File: src/design/rbdc_pkg.sv
// Shared constants, types and helper functions of the RGB565 Bayer dither and clip block
package rbdc_pkg;

  localparam int MAX_TILE_SIDE = 256;
  localparam int CNT_W = $clog2(MAX_TILE_SIDE);
  localparam int SIDE_W = CNT_W + 1;

  localparam int COORD_W = 11;
  localparam int SIDE_FIELD_W = 9;
  localparam int COLOR_W = 16;
  localparam int SCREEN_W = 12;
  localparam int SUM_W = 13;
  localparam int CMP_W = (SIDE_FIELD_W > SIDE_W) ? SIDE_FIELD_W : SIDE_W;

  localparam int IN_W = 56;
  localparam int OUT_W = 24;
  localparam int DATA_W = 32;
  localparam int ADDR_W = 4;

  localparam logic [SCREEN_W-1:0] SCREEN_LIMIT = 12'd2048;
  localparam logic [COORD_W-1:0] TARGET_X_RESET = 11'd0;
  localparam logic [COORD_W-1:0] TARGET_Y_RESET = 11'd0;
  localparam logic [SCREEN_W-1:0] SCREEN_WIDTH_RESET = 12'd800;
  localparam logic [SCREEN_W-1:0] SCREEN_HEIGHT_RESET = 12'd480;

  // gray = sum / 3 as (sum * 683) >> 11, exact for sums up to 748
  localparam int GRAY_SUM_W = 10;
  localparam int GRAY_MUL_W = 11;
  localparam int GRAY_PROD_W = GRAY_SUM_W + GRAY_MUL_W;
  localparam logic [GRAY_MUL_W-1:0] GRAY_MUL = 11'd683;
  localparam int GRAY_SHIFT = 11;
  localparam int GRAY_W = 8;

  typedef enum logic [1:0] {
    REG_TARGET_X      = 2'd0,
    REG_TARGET_Y      = 2'd1,
    REG_SCREEN_WIDTH  = 2'd2,
    REG_SCREEN_HEIGHT = 2'd3
  } reg_idx_t;

  localparam logic [GRAY_W-1:0] BAYER [4][4] = '{
    '{8'd15,  8'd135, 8'd45,  8'd165},
    '{8'd195, 8'd75,  8'd225, 8'd105},
    '{8'd60,  8'd180, 8'd30,  8'd150},
    '{8'd240, 8'd120, 8'd210, 8'd90}
  };

  function automatic logic [SIDE_W-1:0] clamp_side(input logic [SIDE_FIELD_W-1:0] f);
    logic [CMP_W-1:0] wide;
    wide = CMP_W'(f);
    if (f == '0) begin
      return SIDE_W'(1);
    end else if (wide > CMP_W'(MAX_TILE_SIDE)) begin
      return SIDE_W'(MAX_TILE_SIDE);
    end else begin
      return SIDE_W'(wide);
    end
  endfunction

  function automatic logic [SCREEN_W-1:0] clamp_screen(input logic [SCREEN_W-1:0] v);
    return (v > SCREEN_LIMIT) ? SCREEN_LIMIT : v;
  endfunction

endpackage

File: src/design/rgb565_bayer_dither_clip.sv
// Top level: places RGB565 tile pixels on screen, clips them and reduces each to one bit
// One pixel request is taken every clock while s_tready is high; an accepted request
// sits in the input register and moves to the result register, which drives m_tvalid,
// when that register next loads. A full output only holds the pipe while m_tready is low.
// Pixels of each tile arrive in
// row-major order; column and row counters inside the block place each pixel at
// target + tile origin + counter. Pixels at or past the screen size give no result.
// Kept pixels become gray = (8r + 4g + 8b) / 3 and are white when gray exceeds the
// 4x4 Bayer threshold picked by the low two bits of the screen row and column.
// Write the registers only while no request is in flight.
module rgb565_bayer_dither_clip (
  input  logic                        clk,
  input  logic                        rst,
  input  logic                        s_tvalid,
  output logic                        s_tready,
  // tile_x[10:0], tile_y[21:11], tile_width[30:22], tile_height[39:31], pixel_color[55:40]
  input  logic [rbdc_pkg::IN_W-1:0]   s_tdata,
  output logic                        m_tvalid,
  input  logic                        m_tready,
  // screen_x[10:0], screen_y[21:11], is_white[22], zero[23]
  output logic [rbdc_pkg::OUT_W-1:0]  m_tdata,
  input  logic                        psel,
  input  logic                        penable,
  input  logic                        pwrite,
  input  logic [rbdc_pkg::ADDR_W-1:0] paddr,
  input  logic [rbdc_pkg::DATA_W-1:0] pwdata,
  output logic [rbdc_pkg::DATA_W-1:0] prdata,
  output logic                        pready
);

  logic [rbdc_pkg::COORD_W-1:0]  target_x;
  logic [rbdc_pkg::COORD_W-1:0]  target_y;
  logic [rbdc_pkg::SCREEN_W-1:0] screen_width;
  logic [rbdc_pkg::SCREEN_W-1:0] screen_height;
  logic                          cfg_wr;
  rbdc_pkg::reg_idx_t            reg_idx;

  logic [rbdc_pkg::COORD_W-1:0]      in_tile_x;
  logic [rbdc_pkg::COORD_W-1:0]      in_tile_y;
  logic [rbdc_pkg::SIDE_FIELD_W-1:0] in_tile_width;
  logic [rbdc_pkg::SIDE_FIELD_W-1:0] in_tile_height;
  logic [rbdc_pkg::COLOR_W-1:0]      in_color;
  logic [rbdc_pkg::SIDE_W-1:0]       tw;
  logic [rbdc_pkg::SIDE_W-1:0]       th;
  logic [rbdc_pkg::SIDE_W-1:0]       col_inc;
  logic [rbdc_pkg::SIDE_W-1:0]       row_inc;

  logic [rbdc_pkg::CNT_W-1:0] column_count;
  logic [rbdc_pkg::CNT_W-1:0] column_count_next;
  logic [rbdc_pkg::CNT_W-1:0] row_count;
  logic [rbdc_pkg::CNT_W-1:0] row_count_next;

  logic                         s1_valid;
  logic [rbdc_pkg::COORD_W-1:0] s1_tile_x;
  logic [rbdc_pkg::COORD_W-1:0] s1_tile_y;
  logic [rbdc_pkg::CNT_W-1:0]   s1_col;
  logic [rbdc_pkg::CNT_W-1:0]   s1_row;
  logic [rbdc_pkg::COLOR_W-1:0] s1_color;

  logic                              accept;
  logic                              out_load;
  logic [rbdc_pkg::SUM_W-1:0]        px;
  logic [rbdc_pkg::SUM_W-1:0]        py;
  logic                              keep;
  logic [4:0]                        red;
  logic [5:0]                        green;
  logic [4:0]                        blue;
  logic [rbdc_pkg::GRAY_SUM_W-1:0]   gray_sum;
  logic [rbdc_pkg::GRAY_PROD_W-1:0]  gray_prod;
  logic [rbdc_pkg::GRAY_W-1:0]       gray;
  logic [rbdc_pkg::GRAY_W-1:0]       threshold;

  logic [rbdc_pkg::COORD_W-1:0] screen_x;
  logic [rbdc_pkg::COORD_W-1:0] screen_y;
  logic                         is_white;

  // Configuration port
  assign pready  = 1'b1;
  assign cfg_wr  = psel && penable && pwrite && pready;
  assign reg_idx = rbdc_pkg::reg_idx_t'(paddr[3:2]);

  always_comb begin
    unique case (reg_idx)
      rbdc_pkg::REG_TARGET_X:      prdata = rbdc_pkg::DATA_W'(target_x);
      rbdc_pkg::REG_TARGET_Y:      prdata = rbdc_pkg::DATA_W'(target_y);
      rbdc_pkg::REG_SCREEN_WIDTH:  prdata = rbdc_pkg::DATA_W'(screen_width);
      rbdc_pkg::REG_SCREEN_HEIGHT: prdata = rbdc_pkg::DATA_W'(screen_height);
      default:                     prdata = '0;
    endcase
  end

  always_ff @(posedge clk) begin
    if (rst) begin
      target_x      <= rbdc_pkg::TARGET_X_RESET;
      target_y      <= rbdc_pkg::TARGET_Y_RESET;
      screen_width  <= rbdc_pkg::SCREEN_WIDTH_RESET;
      screen_height <= rbdc_pkg::SCREEN_HEIGHT_RESET;
    end else if (cfg_wr) begin
      unique case (reg_idx)
        rbdc_pkg::REG_TARGET_X:      target_x      <= pwdata[rbdc_pkg::COORD_W-1:0];
        rbdc_pkg::REG_TARGET_Y:      target_y      <= pwdata[rbdc_pkg::COORD_W-1:0];
        rbdc_pkg::REG_SCREEN_WIDTH:  screen_width  <= pwdata[rbdc_pkg::SCREEN_W-1:0];
        rbdc_pkg::REG_SCREEN_HEIGHT: screen_height <= pwdata[rbdc_pkg::SCREEN_W-1:0];
        default: ;
      endcase
    end
  end

  // Input unpack and tile counters
  assign in_tile_x      = s_tdata[10:0];
  assign in_tile_y      = s_tdata[21:11];
  assign in_tile_width  = s_tdata[30:22];
  assign in_tile_height = s_tdata[39:31];
  assign in_color       = s_tdata[55:40];

  assign tw      = rbdc_pkg::clamp_side(in_tile_width);
  assign th      = rbdc_pkg::clamp_side(in_tile_height);
  assign col_inc = {1'b0, column_count} + rbdc_pkg::SIDE_W'(1);
  assign row_inc = {1'b0, row_count} + rbdc_pkg::SIDE_W'(1);

  always_comb begin
    column_count_next = column_count;
    row_count_next    = row_count;
    if (col_inc >= tw) begin
      column_count_next = '0;
      if (row_inc >= th) begin
        row_count_next = '0;
      end else begin
        row_count_next = row_inc[rbdc_pkg::CNT_W-1:0];
      end
    end else begin
      column_count_next = col_inc[rbdc_pkg::CNT_W-1:0];
    end
  end

  // Handshake: the result register loads when empty or drained
  assign out_load = !m_tvalid || m_tready;
  assign s_tready = out_load || !s1_valid;
  assign accept   = s_tvalid && s_tready;

  always_ff @(posedge clk) begin
    if (rst) begin
      column_count <= '0;
      row_count    <= '0;
      s1_valid     <= 1'b0;
    end else begin
      if (accept) begin
        column_count <= column_count_next;
        row_count    <= row_count_next;
        s1_valid     <= 1'b1;
      end else if (out_load) begin
        s1_valid <= 1'b0;
      end
    end
  end

  always_ff @(posedge clk) begin
    if (accept) begin
      s1_tile_x <= in_tile_x;
      s1_tile_y <= in_tile_y;
      s1_col    <= column_count;
      s1_row    <= row_count;
      s1_color  <= in_color;
    end
  end

  // Place, clip and dither
  assign px = rbdc_pkg::SUM_W'(target_x) + rbdc_pkg::SUM_W'(s1_tile_x)
            + rbdc_pkg::SUM_W'(s1_col);
  assign py = rbdc_pkg::SUM_W'(target_y) + rbdc_pkg::SUM_W'(s1_tile_y)
            + rbdc_pkg::SUM_W'(s1_row);
  assign keep = (px < rbdc_pkg::SUM_W'(rbdc_pkg::clamp_screen(screen_width)))
             && (py < rbdc_pkg::SUM_W'(rbdc_pkg::clamp_screen(screen_height)));

  assign red       = s1_color[15:11];
  assign green     = s1_color[10:5];
  assign blue      = s1_color[4:0];
  assign gray_sum  = rbdc_pkg::GRAY_SUM_W'({red, 3'b000})
                   + rbdc_pkg::GRAY_SUM_W'({green, 2'b00})
                   + rbdc_pkg::GRAY_SUM_W'({blue, 3'b000});
  assign gray_prod = rbdc_pkg::GRAY_PROD_W'(gray_sum) * rbdc_pkg::GRAY_PROD_W'(rbdc_pkg::GRAY_MUL);
  assign gray      = gray_prod[rbdc_pkg::GRAY_SHIFT +: rbdc_pkg::GRAY_W];
  assign threshold = rbdc_pkg::BAYER[py[1:0]][px[1:0]];

  always_ff @(posedge clk) begin
    if (rst) begin
      m_tvalid <= 1'b0;
    end else if (out_load) begin
      m_tvalid <= s1_valid && keep;
    end
  end

  always_ff @(posedge clk) begin
    if (out_load && s1_valid) begin
      screen_x <= px[rbdc_pkg::COORD_W-1:0];
      screen_y <= py[rbdc_pkg::COORD_W-1:0];
      is_white <= gray > threshold;
    end
  end

  assign m_tdata = {1'b0, is_white, screen_y, screen_x};

endmodule

File: config.mk
export PLATFORM = sky130hd
export DESIGN_NAME = rgb565_bayer_dither_clip
export DESIGN_NICKNAME = d
export VERILOG_FILES = /design/src/design/rbdc_pkg.sv /design/src/design/rgb565_bayer_dither_clip.sv
export SDC_FILE = /design/constraint.sdc
export NUM_CORES = 1
export LEC_CHECK = 0
export BUFFER_PORTS_ARGS = -buffer_cell sky130_fd_sc_hd__buf_2
export CAP_MARGIN = 30
export CORE_ASPECT_RATIO = 0.5
export CORE_MARGIN = 1
export CORE_UTILIZATION = 45
export CTS_BUF_LIST = sky130_fd_sc_hd__clkbuf_4 sky130_fd_sc_hd__clkbuf_8
export DETAILED_ROUTE_END_ITERATION = 8
export PLACE_DENSITY = 0.66
export SYNTH_ARGS = -nofsm -noshare
export SYNTH_HDL_FRONTEND = slang
export SYNTH_SLANG_ARGS = --single-unit
File: constraint.sdc
create_clock -name clk -period 9.25 [get_ports clk]
set_input_delay 1.85 -clock clk [delete_from_list [all_inputs] [get_ports clk]]
set_output_delay 1.85 -clock clk [all_outputs]
set_load 0.05 [all_outputs]
==> summary by stage, run 1 <==
Clocking
Counting along the longest clock path gives a buffer depth of 2. Buffers inserted during clock tree synthesis total 17. For the worst-skew pair, the clock arrives at the later sink with an insertion delay of between 0.4 and 0.5 ns. The number of hold buffers added after CTS is 0. The TritonCTS sink count is 141.

The TritonCTS clock tree is yes. The count of instances resized after the clock tree is built is 0. Once the clock tree was built, the setup fixing pass inserted 0 buffers.

The clock tree root driver cell is clkbuf_8. The clock slew seen by the registers of the worst setup and hold paths is around 0.08 ns. In this run the number of H-tree levels came out at 4.

Route
The routed via count divided by cell count is around 5.2. The detailed-routing iteration count for the pre-antenna-repair pass is 4. The count of nets left with antenna violations once routing finished came out at 0. For this block, the routed nets add up to between 15 and 20 mm of wire. The DRC violation count after routing is 0. The number of DRC markers in iteration 0 is approximately 360. The average wire per standard cell is approximately 16 um.

The via count is approximately 6500.

Logic synthesis
The area fraction of the dominant cell type after synthesis is between 20 and 25%. The main flop type after synthesis is edfxtp_1. edfxtp_1 takes more of the synthesized area than any other cell.

The number of synthesis warnings is 0. The number of synthesized flops with an enable pin is 77. The synthesized instance count is about 850. The number of unique standard cell types used by synthesis is 60.

Yosys instantiated no cell more often than ha_1. By count the netlist is led by ha_1 (130), nand2_1 (78), edfxtp_1 (77). The flip-flop and latch count after synthesis is about 140.

The mean area per synthesized cell is between 10 and 15 um^2. Ranked by total cell area, the synthesized netlist is headed by edfxtp_1 (25%), ha_1 (17%), dfxtp_1 (14%). Summing the sequential cell areas from Yosys gives about two fifths of the chip area. Counting flops with an async set or reset pin after synthesis yields a share of 0%. The synthesized netlist occupies a cell area of ~9300 um^2.

Worst setup path
The kind of end point of the critical path is a flop. In this run the critical register-to-register path is launched from s1_color[1]. The maximum single-stage delay on the critical path is approximately 0.55 ns. The capturing point of the worst reg2reg path is is_white.

The worst endpoint data arrival time is approximately 7.3 ns. The slowest cell on the critical path is fa_1. Counting cells, the worst reg-to-reg path comes to 28. For flop-to-flop paths, the worst setup slack is 2.19 ns. The worst-path maximum fanout is 5. The type of the worst setup path is reg2reg. The most frequent cell on the critical path is ha_1.

The required time of the worst setup path is ~9.5 ns. The kind of start point of the critical path is a flop.

Cells and area
The share of post-route cells with drive strength above 1 is between 15 and 20%. Leaving out filler cells and counting taps, the final layout contains about 1200. The utilization after layout is between 50% and 60%.

The total number of nets in the final design is 1231. The area of all placed cells without fillers is 10500 um^2. From synthesis to final layout, the design area changed by 13.2%.

Placement
The routability congestion estimate is roughly 0.9. The half-perimeter wire length after detailed placement is ~16 mm. Once placement finished, the instance area stood at 10100 um^2. The number of placed instances, taps included, is between 1000 and 1500. Prior to clock tree synthesis, the placed netlist has a worst setup slack of 2.22 ns. The total of buffers placed on input and output ports is approximately 110.

Power and ir drop
The post-route total power is 3.07 mW. In this run the power density over the cells is ~300 nW/um^2. The worst-case IR drop observed on VDD is approximately 230 uV.

The total leakage power is just under 5 nW.

Timing
The final setup slack of the worst path is roughly 2.2 ns. Setup repair after global routing left no endpoint under its margin. At the pin with the least slew margin, the transition time is slightly above 0.8 ns.

The smallest clock period supported by the final layout is computed as 7.06 ns. The final setup violation count is 0. The hold slack is around 0.48 ns. The total negative slack for setup checks is 0 ns. Clock skew on the completed layout was measured at between 0.01 and 0.015 ns. The portion of the clock cycle consumed by the worst path in the final layout is about 76%.

Headroom to the max-slew limit came out at between 40% and 50%. The final-report hold violation count is 0. The max-slew violation total from the final report is 0. The timing-limited maximum frequency is roughly 0.14 GHz.

Global route
The maximum number of pins on one net before global-route repair is 62. The initial antenna violation count came to 2. The aggregate global routing overflow is 0. The wire length of the first global-routing pass is approximately 32 mm. The via count of the first global-routing pass came to ~6500. The overall routing resource usage is approximately a fifth.

Min path
The hold-critical path depth is 2. The end of the worst hold path is screen_height[2]. The worst hold path begins at screen_height[2]. In this run the worst hold path is classified as reg2reg.

Die
The die outline width is between 200 and 250 um. The initial utilization of the core area, before any placement, comes to a little under half. Pin placement for this block handled between 150 and 200 I/O pins. The die is around 100 um tall. The overall die area is ~21000 um^2.

The core box area is between 15000 and 20000 um^2. Row generation in the floorplan step produced 36 rows.

Flow run
The tool flagged a number of max-cap violations equal to 0.

Run status
The flow ran to the end, and the final reports show no timing, DRC or antenna violations.
[critical path, delay by kind of cell (launching register included)]
kind / cells / cell delay [ns]
and+or+nand+nor: 5 / 0.60
xor gates and xnor gates: 2 / 0.46
buffers and inverters: 4 / 0.32
DFF: 1 / 0.40
AOI/OAI and AO/OA: 8 / 1.70
adders and majority gates: 9 / 3.31
[how the worst max path moves through the flow]
stage,from,endpoint,slack (ns),cells past startpoint
4_1_cts,s1_color[1],is_white,2.19,28
6_report,s1_color[1],is_white,2.19,28
3_3_place_gp,s1_color[1],is_white,2.31,28
2_1_floorplan,s1_color[1],is_white,2.81,28
5_1_grt,s1_color[1],is_white,1.70,28
3_5_place_dp,s1_color[1],is_white,2.22,28
[sequential cells by signal, indices dropped and copies added (netlist names)]
| register | flops |
|---|---|
| column_count | 8 |
| is_white | 1 |
| m_tvalid | 1 |
| row_count | 8 |
| s1_col | 8 |
| s1_color | 16 |
| s1_row | 8 |
| s1_tile_x | 11 |
| s1_tile_y | 11 |
| s1_valid | 1 |
| screen_height | 12 |
| screen_width | 12 |
| screen_x | 11 |
| screen_y | 11 |
| target_x | 11 |
| target_y | 11 |
[power by group]
| part | switching (mW) | internal (mW) | leakage (nW) | total, mW |
|---|---|---|---|---|
| clock | 0.248 | 0.291 | 0.223 | 0.539 |
| combinational | 0.992 | 0.826 | 3.38 | 1.82 |
| sequential | 0.0152 | 0.700 | 1.27 | 0.715 |
[kinds of logic after synthesis]
group,share of synthesized area (%)
AOI/OAI and AO/OA,10.0
xor gates and xnor gates,4.42
adders and majority gates,24.8
buffers and inverters,4.74
DFF,38.6
muxes,6.33
other,0.0807
and+or+nand+nor,11.0
[layout make-up]
class,instances,area [um^2]
timing repair buffer,118,619
sequential,141,3590
antenna,2,5.00
clock buffer,21,277
clock inverter,11,155
multi-input combinational,638,5360
inverter,52,195
tap,266,333
fill,1765,9320
[cell usage in the layout (no fill, tap or decap), types with 14 or more instances in the layout]
| cell type | instances |
|---|---|
| a21o_1 | 17 |
| a21oi_1 | 39 |
| buf_2 | 113 |
| clkbuf_8 | 19 |
| conb_1 | 22 |
| dfxtp_1 | 64 |
| edfxtp_1 | 77 |
| fa_1 | 34 |
| ha_1 | 130 |
| inv_1 | 49 |
| mux2i_1 | 33 |
| nand2_1 | 78 |
| nor2_1 | 62 |
| nor2b_1 | 14 |
| o21ai_0 | 27 |
| xnor2_1 | 28 |
| xor2_1 | 19 |
[layer usage]
layer | global-route usage (%) | share of wire (%)
met1 | 25.3 | 47
met3 | 3.71 | 3.9
met2 | 32.4 | 49
met4 | 5.71 | 0.89
met5 | 0 | 0
No activity file was read; power rests on OpenSTA's default activity.
==> run 2: changes to the inputs <==
- ABC_AREA: default -> 1
- PLACE_DENSITY: 0.66 -> 0.68
- clock period: 9.25 -> 5.9 ns (I/O delays scaled with it)
==> summary by stage, run 2 <==
Timing
The remaining max-slew budget at the tightest pin is 46.2% (+0.52 points). The timing-limited maximum frequency was 0.167 GHz (+18%). The portion of the clock cycle consumed by the worst path in the final layout is 102% (+25 points). The max-slew violation total from the final report is 0 (unchanged). The slew at the pin closest to its max-slew limit is 0.803 ns (-0.00539 ns). The final setup slack of the worst path was -0.105 ns (-2.29 ns). The clock skew is 0.0130 ns (-0.000321 ns). The final setup violation count is 1 (+1).

The hold slack came to 0.480 ns (+0.00248 ns). The final critical path time including I/O delays and setup is 6.01 ns (-1.06 ns). Setup repair after global routing could not meet its margin everywhere. The final-report hold violation count is 0 (unchanged).

Power and ir drop
The combinational fraction of design power is 69.3% (+10 points). The net switching share of the total power is 43.0% (+2.2 points). The share of total power in sequential cells is 17.5% (-5.8 points). The clock group share of total power is 13.2% (-4.3 points).

The post-route total power is 6.54 mW (+110%). The power per standard cell area is 577 nW/um^2 (+98%). The total leakage power is 5.43 nW (+12%). The switching component of the power is 2.81 mW (+120%).

The internal power is 3.72 mW (+100%). The largest voltage drop on the vdd net was 458 uV (+100%).

Route
The residual antenna-violating net count after detailed routing is 0 (unchanged). The via count is 7848 (+21%). The detailed-routing iteration count for the pre-antenna-repair pass is 5 (+1). The wire length reported by the detailed router is 22.5 mm (+14%). The routed via count divided by cell count was 5.12 (-1.6%). The average wire per standard cell was 14.7 um (-7.3%).

The number of DRC markers in iteration 0 is 459 (+27%). The DRC violation count after routing was 0 (unchanged).

Cells and area
The top cell types in the final layout, fill and taps aside, are nand2_1 (210), nor2_1 (148), ha_1 (120). The largest registers in the layout are s1_color (16), screen_height (12), screen_width (12). The number of flip-flops under the largest register name is 16 (unchanged). The register with the most flip-flops in the final layout is s1_color.

The area of all placed cells without fillers is 11300 um^2 (+7.4%). The number of antenna cells inserted was 0 (-2). The total number of nets in the final design is 1510 (+23%). The area overhead of the layout relative to synthesis is 16.6%. The share of post-route cells with drive strength above 1 came to 17.9% (+0.12 points). The library cell used most frequently in the layout, excluding fill and tap cells, is nand2_1.

Logic synthesis
The synthesized instance count is 1105 (+30%). The synthesized area is 9710 um^2 (+4.2%). Ranked by instance count, the synthesized netlist is headed by nand2_1 (211), nor2_1 (152), ha_1 (130). The sequential fraction of the synthesis area is 37.0% (-1.6 points).

The post-synthesis async set-or-reset flop share is 0% (unchanged). The mean area per synthesized cell is 8.78 um^2 (-20%). The portion of netlist area occupied by mux cells is 0% (-6.3 points). By area, the combinational part of the netlist is dominated by adder cells.

The number of unique standard cell types used by synthesis was 45 (-25%). The flip-flop and latch count after synthesis is 141 (unchanged). The adder-cell share of the synthesized area was 23.8% (-1.0 points). The simple-gate portion of the synthesized area is 19.2% (+8.2 points). The dominant cell type by area after synthesis is edfxtp_1. Among all flip-flop cells after synthesis, the most frequent one is edfxtp_1. The XOR/XNOR share of the synthesized area is 4.23% (-0.19 points).

The number of synthesized flops with an enable pin is 77 (unchanged). The area fraction of the dominant cell type after synthesis came to 23.8% (-1.0 points). The compound-cell area share of the yosys netlist was 9.04% (-1.0 points). Sorting the synthesized cells by area gives the leading types as edfxtp_1 (24%), ha_1 (17%), dfxtp_1 (13%).

The number of synthesis warnings came to 0 (unchanged). The most frequent cell after synthesis is nand2_1.

Clocking
The number of hold buffers added after CTS is 0 (unchanged). Clock tree synthesis selected as its root buffer the cell clkbuf_8. The number of buffers on the longest clock path is 2 (unchanged). The TritonCTS clock tree is yes. The TritonCTS sink count came to 141 (unchanged).

The clock slew seen by the registers of the worst setup and hold paths came to 0.08 ns (about the same). The number of buffers created by CTS is 17 (unchanged). The clock latency reported for the late side of the worst-skew pair is 0.44 ns (about the same). The deepest level of the CTS H-tree is 4 (unchanged).

Global route
The via count of the first global-routing pass is 7657 (+18%). The maximum number of pins on one net before global-route repair came to 56 (-9.7%). The overall routing resource usage is 21.0% (+1.6 points). The aggregate global routing overflow is 0 (unchanged). The initial antenna violation count was 0 (-2). The wire length of the first global-routing pass is 36.6 mm (+14%).

Worst setup path
The required time of the worst setup path came to 6.10 ns (-3.35 ns). The buffer and inverter count on the worst path was 5 (+1). The worst-path maximum fanout is 4 (-1).

The top cell family by delay on the critical path is adder cells. For this design, the slowest cell found on the critical path is fa_1. The kind of start point of the critical path is a flop. The worst endpoint data arrival time was 6.20 ns (-1.06 ns). The maximum single-stage delay on the critical path is 0.56 ns (about the same). The critical path is of the reg2reg type. The most frequent cell on the critical path is fa_1. The worst setup path is captured at a flop.

Run status
The final reports fail on setup timing. The flow ran to the end, but the final reports show violations.

Min path
The min-delay analysis places its worst path in the category reg2reg.

Placement
The routability congestion estimate was 0.917 (+4.9%). The cell area reported after detailed placement is 10700 um^2 (+5.7%). The worst slack at placement is -0.260 ns (-2.48 ns).

The total of buffers placed on input and output ports is 113 (unchanged). The half-perimeter wire length after detailed placement is 18.2 mm (+17%).

Flow run
The reported max-cap violation count is 0 (unchanged).

Die
The initial core utilization is 46.6% (-0.28 points). The core box area came to 20800 um^2 (+4.9%). The die extent in y was 106 um (+2.1%).

The total I/O pin count is 158 (unchanged). The die outline width came to 210 um (+2.1%). The overall die area is 22200 um^2 (+4.2%). The number of placement rows is 37 (+2.8%).
[run 2: logic make-up after synthesis]
group	after synthesis
flip-flops	141
XOR/XNOR	46
adder cells (fa/ha/maj)	164
AO/OA/AOI/OAI	156
buffers and inverters	149
AND/OR/NAND/NOR	447
other	2
[run 2: final cells by class]
type                       instances  area, um^2
clock inverter                    12         184
multi-input combinational        835        5720
inverter                         107         402
sequential                       141        3590
clock buffer                      20         256
timing repair buffer             145         817
tap                              273         342
fill                            1887        9510
[run 2: stage by stage]
step           util [%]  TNS, ns  std cells
3_5_place_dp       51.3   -0.260       1498
6_report           54.3   -0.105       1533
5_1_grt            54.3   -0.365       1533
4_1_cts            54.1   -0.140       1532
2_1_floorplan         -        0       1125
3_3_place_gp       51.2   -0.185       1497
[run 2: timing repair]
action | in CTS | in global routing
gates resized for setup | 22 | 9
endpoints found under the setup margin | 1 | 1
pin swaps | 23 | 11
setup buffers | 2 | 1
[run 2: final timing paths]
path         cells past startpoint  slack, ns         to          from
min reg2reg                      0       0.48  s1_row[7]  row_count[7]
min                              0       0.48  s1_row[7]  row_count[7]
max reg2reg                     25      -0.11   is_white   s1_color[1]
max                             25      -0.11   is_white   s1_color[1]
[run 2: per-layer routing]
layer | track usage, % | vias up | share of wire [%]
li1 | - | 3957 | -
met1 | 28.0 | 3680 | 47
met2 | 34.8 | 173 | 47
met3 | 3.04 | 38 | 3.5
met4 | 7.30 | 0 | 2.2
met5 | 0 | - | 0
[run 2: power groups by stage]
stage               clock network (mW)  logic [mW]  registers [mW]
finish                           0.864        4.53            1.14
global route                     0.923        5.14            1.15
CTS                              0.879        4.40            1.14
detailed placement                   0        3.98            1.17
global placement                     0        3.83            1.16
floorplan                            0        2.76            1.21
